### src/sv/htp_pkg.sv
// ----------------------------------------------------------------------------
// htp_pkg
// Shared types and constants of the hex table text parser.
// ----------------------------------------------------------------------------
package htp_pkg;

    localparam logic [7:0] CH_LF    = 8'h0A;
    localparam logic [7:0] CH_SPACE = 8'h20;
    localparam logic [7:0] CH_HASH  = 8'h23;

    localparam logic [5:0] LEN_CAP    = 6'd63;
    localparam logic [3:0] HEADER_LEN = 4'd7;
    localparam logic [3:0] HP_FAIL    = 4'd15;

    localparam int LINE_SLOTS  = 16;
    localparam int QUEUE_DEPTH = 4;

    localparam logic [2:0] ST_OK       = 3'd0;
    localparam logic [2:0] ST_BAD_LEN  = 3'd1;
    localparam logic [2:0] ST_BAD_HEX  = 3'd2;
    localparam logic [2:0] ST_NO_TABLE = 3'd3;
    localparam logic [2:0] ST_SHORT    = 3'd4;

    localparam logic KIND_BYTE   = 1'b0;
    localparam logic KIND_STATUS = 1'b1;

    typedef enum logic [2:0] {
        MODE_SEARCH = 3'b001,
        MODE_TABLE  = 3'b010,
        MODE_DONE   = 3'b100
    } t_mode;

    typedef logic [LINE_SLOTS-1:0][7:0] t_vals;

    // one finished line and/or the closing status, front to back
    typedef struct packed {
        logic       has_line;
        logic       has_status;
        logic [2:0] status;
        logic [7:0] base;
        logic [4:0] count;
        t_vals      vals;
    } t_cmd;

    // {bad, value}
    function automatic logic [4:0] hex_decode(input logic [7:0] c);
        logic [4:0] r;
        r = 5'b10000;
        if (c >= 8'h30 && c <= 8'h39) begin
            r = {1'b0, 4'(c - 8'h30)};
        end else if (c >= 8'h61 && c <= 8'h66) begin
            r = {1'b0, 4'(c - 8'h57)};
        end else if (c >= 8'h41 && c <= 8'h46) begin
            r = {1'b0, 4'(c - 8'h37)};
        end
        return r;
    endfunction

    function automatic logic [7:0] header_char(input logic [2:0] pos);
        logic [7:0] r;
        case (pos)
            3'd0: r = 8'h70;
            3'd1: r = 8'h68;
            3'd2: r = 8'h79;
            3'd3: r = 8'h73;
            3'd4: r = 8'h69;
            3'd5: r = 8'h63;
            3'd6: r = 8'h73;
            default: r = 8'h00;
        endcase
        return r;
    endfunction

endpackage

### src/sv/htp_front.sv
// ----------------------------------------------------------------------------
// htp_front
// Per-byte line scanner: trimming, header search, hex decode, line verdicts.
// ----------------------------------------------------------------------------
module htp_front
    import htp_pkg::*;
#(
    parameter int TABLE_ENTRIES  = 256,
    parameter int BYTES_PER_LINE = 16
) (
    input  logic       i_clk,
    input  logic       i_rst_n,
    input  logic       i_accept,
    input  logic [7:0] i_byte,
    input  logic       i_final,
    output logic       o_push,
    output t_cmd       o_cmd
);

    localparam int DW = $clog2(TABLE_ENTRIES + 1);

    t_mode          r_mode, n_mode;
    logic [5:0]     r_cl, n_cl;
    logic [5:0]     r_ps, n_ps;
    logic           r_started, n_started;
    logic           r_comment, n_comment;
    logic [3:0]     r_hp, n_hp;
    logic [3:0]     r_hd, n_hd;
    logic           r_hexbad, n_hexbad;
    t_vals          r_vals, n_vals;
    logic [DW-1:0]  r_done, n_done;
    logic [2:0]     r_err, n_err;

    logic [6:0]     pos_sum;
    logic [5:0]     pos;
    logic [4:0]     hex;
    logic           active;
    logic           comment_eff;
    logic [DW-1:0]  rem;
    logic [4:0]     count;

    assign pos_sum = {1'b0, r_cl} + {1'b0, r_ps};
    assign pos     = (pos_sum > {1'b0, LEN_CAP}) ? LEN_CAP : pos_sum[5:0];
    assign hex     = hex_decode(i_byte);
    assign active  = (r_mode != MODE_DONE) && (r_err == ST_OK);
    assign rem     = DW'(TABLE_ENTRIES) - r_done;
    assign count   = (rem < DW'(BYTES_PER_LINE)) ? 5'(rem) : 5'(BYTES_PER_LINE);

    always_comb begin
        n_mode      = r_mode;
        n_cl        = r_cl;
        n_ps        = r_ps;
        n_started   = r_started;
        n_comment   = r_comment;
        n_hp        = r_hp;
        n_hd        = r_hd;
        n_hexbad    = r_hexbad;
        n_vals      = r_vals;
        n_done      = r_done;
        n_err       = r_err;
        comment_eff = r_comment;
        o_push      = 1'b0;
        o_cmd       = '0;

        if (i_accept) begin
            if (active) begin
                if (i_byte != CH_LF) begin
                    if (i_byte <= CH_SPACE) begin
                        if (r_started && r_ps != LEN_CAP) begin
                            n_ps = r_ps + 6'd1;
                        end
                    end else begin
                        comment_eff = r_comment | (!r_started && i_byte == CH_HASH);
                        n_started   = 1'b1;
                        n_comment   = comment_eff;
                        if (!comment_eff) begin
                            if (r_ps != 6'd0) begin
                                n_hexbad = 1'b1;
                            end
                            n_cl = (pos == LEN_CAP) ? LEN_CAP : pos + 6'd1;
                            n_ps = 6'd0;
                            if (pos < 6'(HEADER_LEN) && r_hp == pos[3:0]
                                && i_byte == header_char(pos[2:0])) begin
                                n_hp = pos[3:0] + 4'd1;
                            end else begin
                                n_hp = HP_FAIL;
                            end
                            if (pos < 6'(2 * BYTES_PER_LINE)) begin
                                if (hex[4]) begin
                                    n_hexbad = 1'b1;
                                end else if (!pos[0]) begin
                                    n_hd = hex[3:0];
                                end else begin
                                    n_vals[pos[4:1]] = {r_hd, hex[3:0]};
                                end
                            end
                        end
                    end
                end
                if (i_byte == CH_LF || i_final) begin
                    if (n_started && !n_comment) begin
                        case (r_mode)
                            MODE_TABLE: begin
                                if (r_done >= DW'(TABLE_ENTRIES)) begin
                                    n_mode = MODE_DONE;
                                end else if (n_cl != 6'(2 * BYTES_PER_LINE)) begin
                                    n_err = ST_BAD_LEN;
                                end else if (n_hexbad) begin
                                    n_err = ST_BAD_HEX;
                                end else begin
                                    o_cmd.has_line = 1'b1;
                                    o_cmd.base     = 8'(r_done);
                                    o_cmd.count    = count;
                                    o_cmd.vals     = n_vals;
                                    n_done         = r_done + DW'(count);
                                end
                            end
                            MODE_SEARCH: begin
                                if (n_cl == 6'(HEADER_LEN) && n_hp == HEADER_LEN) begin
                                    n_mode = MODE_TABLE;
                                end
                            end
                            default: ;
                        endcase
                    end
                    n_cl      = 6'd0;
                    n_ps      = 6'd0;
                    n_started = 1'b0;
                    n_comment = 1'b0;
                    n_hp      = 4'd0;
                    n_hd      = 4'd0;
                    n_hexbad  = 1'b0;
                end
            end
            if (i_final) begin
                o_cmd.has_status = 1'b1;
                if (n_err != ST_OK) begin
                    o_cmd.status = n_err;
                end else if (n_mode == MODE_SEARCH) begin
                    o_cmd.status = ST_NO_TABLE;
                end else if (n_done < DW'(TABLE_ENTRIES)) begin
                    o_cmd.status = ST_SHORT;
                end else begin
                    o_cmd.status = ST_OK;
                end
                n_mode    = MODE_SEARCH;
                n_cl      = 6'd0;
                n_ps      = 6'd0;
                n_started = 1'b0;
                n_comment = 1'b0;
                n_hp      = 4'd0;
                n_hd      = 4'd0;
                n_hexbad  = 1'b0;
                n_done    = '0;
                n_err     = ST_OK;
            end
            o_push = o_cmd.has_line | o_cmd.has_status;
        end
    end

    always_ff @(posedge i_clk) begin
        if (!i_rst_n) begin
            r_mode    <= MODE_SEARCH;
            r_cl      <= 6'd0;
            r_ps      <= 6'd0;
            r_started <= 1'b0;
            r_comment <= 1'b0;
            r_hp      <= 4'd0;
            r_hd      <= 4'd0;
            r_hexbad  <= 1'b0;
            r_done    <= '0;
            r_err     <= ST_OK;
        end else begin
            r_mode    <= n_mode;
            r_cl      <= n_cl;
            r_ps      <= n_ps;
            r_started <= n_started;
            r_comment <= n_comment;
            r_hp      <= n_hp;
            r_hd      <= n_hd;
            r_hexbad  <= n_hexbad;
            r_done    <= n_done;
            r_err     <= n_err;
        end
    end

    always_ff @(posedge i_clk) begin
        r_vals <= n_vals;
    end

endmodule

### src/sv/htp_queue.sv
// ----------------------------------------------------------------------------
// htp_queue
// Small command queue between the line scanner and the result sequencer.
// ----------------------------------------------------------------------------
module htp_queue
    import htp_pkg::*;
(
    input  logic i_clk,
    input  logic i_rst_n,
    input  logic i_push,
    input  t_cmd i_cmd,
    input  logic i_pop,
    output t_cmd o_head,
    output logic o_empty,
    output logic o_full
);

    localparam int PW = $clog2(QUEUE_DEPTH);
    localparam int CW = $clog2(QUEUE_DEPTH + 1);

    t_cmd          r_mem [QUEUE_DEPTH];
    logic [PW-1:0] r_wr, r_rd;
    logic [CW-1:0] r_cnt;

    assign o_head  = r_mem[r_rd];
    assign o_empty = (r_cnt == '0);
    assign o_full  = (r_cnt == CW'(QUEUE_DEPTH));

    always_ff @(posedge i_clk) begin
        if (i_push) begin
            r_mem[r_wr] <= i_cmd;
        end
    end

    always_ff @(posedge i_clk) begin
        if (!i_rst_n) begin
            r_wr  <= '0;
            r_rd  <= '0;
            r_cnt <= '0;
        end else begin
            if (i_push) begin
                r_wr <= r_wr + PW'(1);
            end
            if (i_pop) begin
                r_rd <= r_rd + PW'(1);
            end
            case ({i_push, i_pop})
                2'b10:   r_cnt <= r_cnt + CW'(1);
                2'b01:   r_cnt <= r_cnt - CW'(1);
                default: r_cnt <= r_cnt;
            endcase
        end
    end

endmodule

### src/sv/htp_back.sv
// ----------------------------------------------------------------------------
// htp_back
// Result sequencer: expands queued lines into byte beats, then the status.
// ----------------------------------------------------------------------------
module htp_back
    import htp_pkg::*;
(
    input  logic        i_clk,
    input  logic        i_rst_n,
    input  t_cmd        i_head,
    input  logic        i_empty,
    output logic        o_pop,
    output logic        o_valid,
    input  logic        i_ready,
    output logic [23:0] o_data,
    output logic        o_user,
    output logic        o_last
);

    logic [4:0]  r_j, n_j;
    logic        r_valid, n_valid;
    logic [23:0] r_data, n_data;
    logic        r_user, n_user;
    logic        r_last, n_last;
    logic        out_ok;
    logic        byte_left;

    assign out_ok    = !r_valid || i_ready;
    assign byte_left = i_head.has_line && (r_j < i_head.count);

    always_comb begin
        o_pop   = 1'b0;
        n_j     = r_j;
        n_valid = r_valid & ~i_ready;
        n_data  = r_data;
        n_user  = r_user;
        n_last  = r_last;
        if (!i_empty && out_ok) begin
            n_valid = 1'b1;
            if (byte_left) begin
                n_user = KIND_BYTE;
                n_last = 1'b0;
                n_data = {5'b0, ST_OK, i_head.vals[r_j[3:0]], i_head.base + 8'(r_j)};
                n_j    = r_j + 5'd1;
                if (n_j == i_head.count && !i_head.has_status) begin
                    o_pop = 1'b1;
                    n_j   = 5'd0;
                end
            end else begin
                n_user = KIND_STATUS;
                n_last = 1'b1;
                n_data = {5'b0, i_head.status, 16'b0};
                o_pop  = 1'b1;
                n_j    = 5'd0;
            end
        end
    end

    always_ff @(posedge i_clk) begin
        if (!i_rst_n) begin
            r_j     <= 5'd0;
            r_valid <= 1'b0;
        end else begin
            r_j     <= n_j;
            r_valid <= n_valid;
        end
    end

    always_ff @(posedge i_clk) begin
        r_data <= n_data;
        r_user <= n_user;
        r_last <= n_last;
    end

    assign o_valid = r_valid;
    assign o_data  = r_data;
    assign o_user  = r_user;
    assign o_last  = r_last;

endmodule

### src/sv/hex_table_text_parser.sv
// ----------------------------------------------------------------------------
// hex_table_text_parser
// Parses a tilesheet text stream into indexed table bytes plus one status.
// ----------------------------------------------------------------------------
// Throughput: one input beat per cycle while o_s_tready is high; a good line
//   drains as up to BYTES_PER_LINE output beats, a final beat adds one status beat.
// A line's first result beat passes the queue, then the output register.
// o_s_tready drops only while the 4-entry command queue is full.
// Reset: synchronous, active low; clears parse control, queue pointers, out valid.
// ----------------------------------------------------------------------------
module hex_table_text_parser
    import htp_pkg::*;
#(
    parameter int TABLE_ENTRIES  = 256,
    parameter int BYTES_PER_LINE = 16
) (
    input  logic        i_clk,
    input  logic        i_rst_n,
    input  logic        i_s_tvalid,
    output logic        o_s_tready,
    input  logic [7:0]  i_s_tdata,   // [7:0] text_byte
    input  logic        i_s_tlast,   // final_byte
    output logic        o_m_tvalid,
    input  logic        i_m_tready,
    output logic [23:0] o_m_tdata,   // [7:0] entry_index, [15:8] entry_value,
                                     // [18:16] status_code, [23:19] zero
    output logic        o_m_tuser,   // item_kind
    output logic        o_m_tlast    // run_end
);

    logic accept;
    logic push;
    logic pop;
    logic q_empty;
    logic q_full;
    t_cmd cmd;
    t_cmd head;

    assign o_s_tready = !q_full;
    assign accept     = i_s_tvalid && o_s_tready;

    htp_front #(
        .TABLE_ENTRIES  (TABLE_ENTRIES),
        .BYTES_PER_LINE (BYTES_PER_LINE)
    ) u_front (
        .i_clk    (i_clk),
        .i_rst_n  (i_rst_n),
        .i_accept (accept),
        .i_byte   (i_s_tdata),
        .i_final  (i_s_tlast),
        .o_push   (push),
        .o_cmd    (cmd)
    );

    htp_queue u_queue (
        .i_clk   (i_clk),
        .i_rst_n (i_rst_n),
        .i_push  (push),
        .i_cmd   (cmd),
        .i_pop   (pop),
        .o_head  (head),
        .o_empty (q_empty),
        .o_full  (q_full)
    );

    htp_back u_back (
        .i_clk   (i_clk),
        .i_rst_n (i_rst_n),
        .i_head  (head),
        .i_empty (q_empty),
        .o_pop   (pop),
        .o_valid (o_m_tvalid),
        .i_ready (i_m_tready),
        .o_data  (o_m_tdata),
        .o_user  (o_m_tuser),
        .o_last  (o_m_tlast)
    );

endmodule

### config.mk
export PLATFORM = sky130hd
export DESIGN_NAME = hex_table_text_parser
export DESIGN_NICKNAME = d
export VERILOG_FILES = /design/src/sv/htp_pkg.sv /design/src/sv/htp_front.sv /design/src/sv/htp_queue.sv /design/src/sv/htp_back.sv /design/src/sv/hex_table_text_parser.sv
export SDC_FILE = /design/constraint.sdc
export NUM_CORES = 1
export LEC_CHECK = 0
export BUFFER_PORTS_ARGS = -buffer_cell sky130_fd_sc_hd__buf_2
export CORE_AREA = 2 2 247 249
export DETAILED_ROUTE_END_ITERATION = 10
export DIE_AREA = 0 0 249 251
export PLACE_DENSITY_LB_ADDON = 0.12
export SLEW_MARGIN = 20
export SYNTH_ARGS = -nofsm -noshare
export SYNTH_HDL_FRONTEND = slang
export SYNTH_SLANG_ARGS = --single-unit
### constraint.sdc
create_clock -name i_clk -period 7.9 [get_ports i_clk]
set_input_delay 1.58 -clock i_clk [delete_from_list [all_inputs] [get_ports i_clk]]
set_output_delay 1.58 -clock i_clk [all_outputs]
set_load 0.1 [all_outputs]
==> results of run 1 <==
## cell usage in the layout, fill, tap and decap left out, drive strengths merged, types with 30 or more instances in the layout
| cell type | instances |
|---|---|
| a211oi | 30 |
| mux2 | 75 |
| and2 | 131 |
| nor2 | 109 |
| clkinv | 36 |
| edfxtp | 732 |
| clkbuf | 99 |
| o21ai | 42 |
| mux4 | 186 |
| nand2 | 88 |
| ha | 36 |
| a21oi | 69 |
| buf | 71 |
| inv | 39 |
| dfxtp | 53 |
## power by group
| part | internal, W | switching (W) |
|---|---|---|
| clock | 0.00222 | 0.00155 |
| sequential | 0.00484 | 0.000147 |
| combinational | 0.000656 | 0.00118 |
## registers in the layout, summed over array words and instances, names as in the netlist, named ones only
name               count
u_front.r_done         9
u_back.r_j             5
u_front.r_ps           6
u_front.r_vals       128
u_front.r_hp           4
u_queue.r_mem        584
u_front.r_err          3
u_front.r_cl           6
u_front.r_hexbad       1
u_front.r_mode         3
u_queue.r_cnt          3
u_back.o_valid         1
u_queue.r_wr           2
u_back.o_user          1
u_front.r_started      1
u_back.o_data         19
u_front.r_hd           4
u_queue.r_rd           2
u_front.r_comment      1
## stage by stage
stage / instances / cell area, um^2
final: 2854 / 37400
after global routing: 2854 / 37400
after CTS: 2854 / 37400
after detailed placement: 2706 / 34800
after global placement: 2706 / 34800
after floorplan: 1967 / 33700
## metal layers
metal / GRT usage / wire length [um] / vias up / part of all wire
met2: 0.399 / 36000 / 551 / 0.48
met1: 0.343 / 32100 / 9216 / 0.43
li1: - / - / 7836 / -
met5: 0 / 13 / - / 0.00017
met4: 0.0755 / 1800 / 2 / 0.024
met3: 0.0404 / 4430 / 112 / 0.060
## critical path: cells and delay by family, from the launching register on
kind | cells | cell delay [ns]
buffers and inverters | 3 | 0.90
and+or+nand+nor | 5 | 1.82
adders and majority gates | 3 | 1.16
DFF | 1 | 0.37
AOI/OAI and AO/OA | 5 | 1.41
## cell type report
type | instances | area, um^2
fill | 4239 | 22400
sequential | 785 | 23100
clock buffer | 99 | 2170
clock inverter | 49 | 460
inverter | 39 | 149
tap | 782 | 978
multi-input combinational | 1029 | 10000
timing repair buffer | 71 | 558
## kinds of logic after synthesis
| family | share of synthesized area |
|---|---|
| flops | 0.684 |
| fa+ha+maj | 0.0152 |
| buf+inv | 0.0201 |
| xor+xnor | 0.0101 |
| other cells | 0.000111 |
| simple gates | 0.0734 |
| mux | 0.153 |
| compound gates | 0.0443 |
## path summary, 6_finish.rpt
kind / cells past startpoint / to / slack [ns]
min: 2 / u_front.r_hp[1] / 0.51
min reg2reg: 2 / u_front.r_hp[1] / 0.51
max reg2reg: 16 / u_queue.r_mem[2][41] / 1.63
max: 16 / u_queue.r_mem[2][41] / 1.63
==> out/qor.yml, run 1 <==
outcome: "finished, final reports clean"
grt_max_degree: 89
synth-main-ff-cell: "edfxtp_1"
port-buffer-count: 35
drt_iter0_markers: 1357
synth_common_cells: "edfxtp_1, mux4_2, and2_1, nor2_1, nand2_1"
power_leakage_nw: 12.4
post_drt_wl_per_cell_um: 26.0
path_clk_slew_ns: 0.06
antenna_found_initial: 1
root_buffer: "clkbuf_16"
dr.pass1.iters: 6
synth_edf_count: 732
drive_above_1_share: 0.248
synth_area_leader_cell: "edfxtp_1"
grt_use_total: 0.244
clock_latency_ns: 0.61
avgSynthCellArea_um2: 17.2
final_nets: 2058
hpwl_mm: 43.6
yosys_warnings: 0
postSynthCellCount: 1963
grt_pass1_vias: 18300
clock_path_buffers: 3
total_power_w: 0.0106
hold_viol: 0
cts_resized: 0
synthTopCellsByArea: "edfxtp_1, mux4_2, dfxtp_1, and2_1, mux2_2"
tightestPinTransition_ns: 1.14
pre_cts_slack_ns: 1.69
crit_slowest_cell: "and2_4"
synth_cell_types: 87
worstSetupPathType: "register to register"
setup_ws_ns: 1.63
die_h_um: 251
cp-end-kind: "register"
row_count: 90
ys_ff_latch: 785
synth-async-reset-ratio: 0
core_um2: 59800
h-tree-depth: 3
rr_startpoint: "u_front.r_ps[0]"
hold_path.class: "register to register"
finalMaxSlewViolations: 0
vias: 17700
n_antenna_cell: 0
fin_util: 0.626
drcViolationCount: 0
hold_start: "u_front.r_hp[1]"
hold-worst-slack_ns: 0.506
cp-start-kind: "register"
die_area_um2: 62500
synthToLayoutAreaGrowth_pct: 11.0
peakVddDrop_uv: 207
cts_inserted_buffers: 80
cts_sinks: 785
relSlewSlack: 0.241
cts_tree: "yes"
rsz0062_at_grt: "no"
slowest_delay_ns: 0.55
initial_core_util: 0.563
fin_crit_sh: 0.794
seq_area_frac_synth: 0.684
routed_via_density: 6.21
finalCriticalPeriod_ns: 6.27
ioPinCount: 41
gp_congestion: 0.897
die_width_um: 249
yosysTopAreaCellShare: 0.653
finalSetupTns_ns: 0
cp-startpoint: "u_front.r_ps[0]"
maxCapViolCount: 0
fmax_ghz: 0.159
power.density_nw_per_um2: 283
crit_chain: "ha_1, fa_1, a21oi_1, o22a_1, nand2_1, ha_1, inv_1, nand3_1, a31o_1, a31oi_1, o21ai_1, or4_1, buf_4, nand2_1, and2_4, buf_12"
grt_pass1_wl_mm: 113
hold_buffers: 0
crit_fanout: 87
synthesis.area_um2: 33700
wirelength_mm: 74.3
skew_ns: 0.0165
crit_arrival_ns: 6.50
yosys.cell_count.top_type: "edfxtp_1"
gr-total-overflow: 0
setup_viol: 0
antenna_left: 0
post_cts_buffers: 0
worstPathRequired_ns: 8.13
(Power assumes the default switching activity.)
==> run 2: changes to the inputs <==
==> constraint.sdc (replaced) <==
create_clock -name i_clk -period 5.3 [get_ports i_clk]
set_input_delay 1.06 -clock i_clk [delete_from_list [all_inputs] [get_ports i_clk]]
set_output_delay 1.06 -clock i_clk [all_outputs]
set_load 0.1 [all_outputs]
==> out/qor.yml, run 2 (synthesized netlist as in run 1, its figures left out) <==
outcome: "finished, final reports clean"
worstSetupPathType: "register to register"
fin_util: 0.628
routed_via_density: 6.18
setup_ws_ns: 0.358
die_h_um: 251
gr-total-overflow: 0
intPower_w: 0.0114
pre_cts_slack_ns: 0.296
largest_reg_flops: 584
cts_sinks: 785
final_nets: 2082
grt_use_total: 0.242
cts_inserted_buffers: 79
place_area_um2: 35100
cp_top_family: "compound AO/OA/AOI/OAI gates"
die_width_um: 249
cp-start-kind: "register"
final_common_cell: "edfxtp_1"
hold_path.class: "register to register"
post_cts_buffers: 0
core_um2: 59800
drcViolationCount: 0
cp-end-kind: "register"
peakVddDrop_uv: 291
fmax_ghz: 0.202
slowest_delay_ns: 0.53
cp.buffers_inverters: 1
synthToLayoutAreaGrowth_pct: 11.5
die_area_um2: 62500
path_common_cell: "ha_1"
rsz0062_at_grt: "no"
power_leakage_nw: 12.5
cts_tree: "yes"
finalMaxSlewViolations: 0
swShare: 0.274
worstPathRequired_ns: 5.76
h-tree-depth: 3
layout_common_cells: "edfxtp_1, mux4_2, and2_1"
crit_slowest_cell: "a2111oi_2"
vias: 17800
clock_path_buffers: 3
power_frac_seq: 0.471
antenna_found_initial: 0
relSlewSlack: 0.282
hpwl_mm: 43.9
top_register: "u_queue.r_mem"
skew_ns: 0.0238
finalCriticalPeriod_ns: 4.94
post_drt_wl_per_cell_um: 25.6
clock_latency_ns: 0.63
drt_iter0_markers: 1396
placedCellCount: 2731
crit_chain: "ha_1, fa_1, a21oi_1, o22a_1, nand2b_1, clkinv_1, ha_1, or3_1, a31oi_1, nor3b_1, o2111a_1, nand4_1, a2111oi_2, nor4b_1, nor4_1, a32o_1"
hold-worst-slack_ns: 0.511
grt_pass1_vias: 18500
antenna_left: 0
setup_viol: 0
grt_max_degree: 129
ioPinCount: 41
root_buffer: "clkbuf_16"
hold_buffers: 0
hold_viol: 0
drive_above_1_share: 0.254
grt_pass1_wl_mm: 113
fin_crit_sh: 0.932
maxCapViolCount: 0
wirelength_mm: 73.7
gp_congestion: 0.873
power.share.clock: 0.345
row_count: 90
crit_arrival_ns: 5.40
p_switching_w: 0.00427
final_area_um2: 37600
port-buffer-count: 35
initial_core_util: 0.563
dr.pass1.iters: 5
power.density_nw_per_um2: 416
pwr-share-comb: 0.184
crit_fanout: 8
instances_no_fill: 2876
tightestPinTransition_ns: 1.08
path_clk_slew_ns: 0.06
run 2: cell types whose count changed in the layout (fill, tap and decap cells not counted), sizes merged, moves of 2 or more:
cell      change
buf          +25
bufinv        -3
clkbuf        +6
clkinv        -2
clkinvlp      -3
inv           -2
run 2: routing by layer:
metal	share of wire	vias to the layer above	track usage
li1	-	7888	-
met5	0	-	0
met1	0.43	9292	0.344
met2	0.49	510	0.399
met4	0.021	0	0.0696
met3	0.054	96	0.0320
run 2: path summary, 6_finish.rpt:
path | from | endpoint | slack (ns) | depth (start not counted)
max | u_front.r_ps[0] | u_queue.r_mem[3][143] | 0.36 | 16
min | u_queue.r_wr[1] | u_queue.r_wr[1] | 0.51 | 2
max reg2reg | u_front.r_ps[0] | u_queue.r_mem[3][143] | 0.36 | 16
min reg2reg | u_queue.r_wr[1] | u_queue.r_wr[1] | 0.51 | 2
run 2: metrics by stage:
stage	TNS, ns	power [W]
2_1_floorplan	-431.62	0.00963
3_3_place_gp	0	0.0104
3_5_place_dp	0	0.0104
4_1_cts	0	0.0158
5_1_grt	0	0.0162
6_report	0	0.0156
run 2: worst reg2reg max path, cell delays in order, from the launching register on:
cell and delay (ns):
dfxtp_1 0.45, ha_1 0.27, fa_1 0.34, a21oi_1 0.14, o22a_1 0.26, nand2b_1 0.20
clkinv_1 0.28, ha_1 0.30, or3_1 0.39, a31oi_1 0.22, nor3b_1 0.22, o2111a_1 0.30
nand4_1 0.16, a2111oi_2 0.53, nor4b_1 0.16, nor4_1 0.31, a32o_1 0.27
run 2: power groups by stage:
stage               registers [W]  logic (W)  clock network [W]
finish                    0.00736    0.00287            0.00539
detailed placement        0.00750    0.00290                  0
floorplan                 0.00806    0.00157                  0
global route              0.00740    0.00303            0.00573
global placement          0.00748    0.00288                  0
CTS                       0.00737    0.00290            0.00550
run 2: layout make-up:
type	instances	area (um^2)
Antenna cell	1	2.50
Clock buffer	105	2180
Clock inverter	39	333
Fill cell	4198	22200
Inverter	39	150
Multi-Input combinational cell	1029	10000
Sequential cell	785	23100
Tap cell	782	978
Timing Repair Buffer	96	846
run 2: what timing repair did:
| item | 4_1_cts | 5_1_grt |
|---|---|---|
| resized for setup | 0 | 1 |
| setup endpoints to repair | 0 | 2 |
| endpoints found under the hold margin | 0 | 0 |
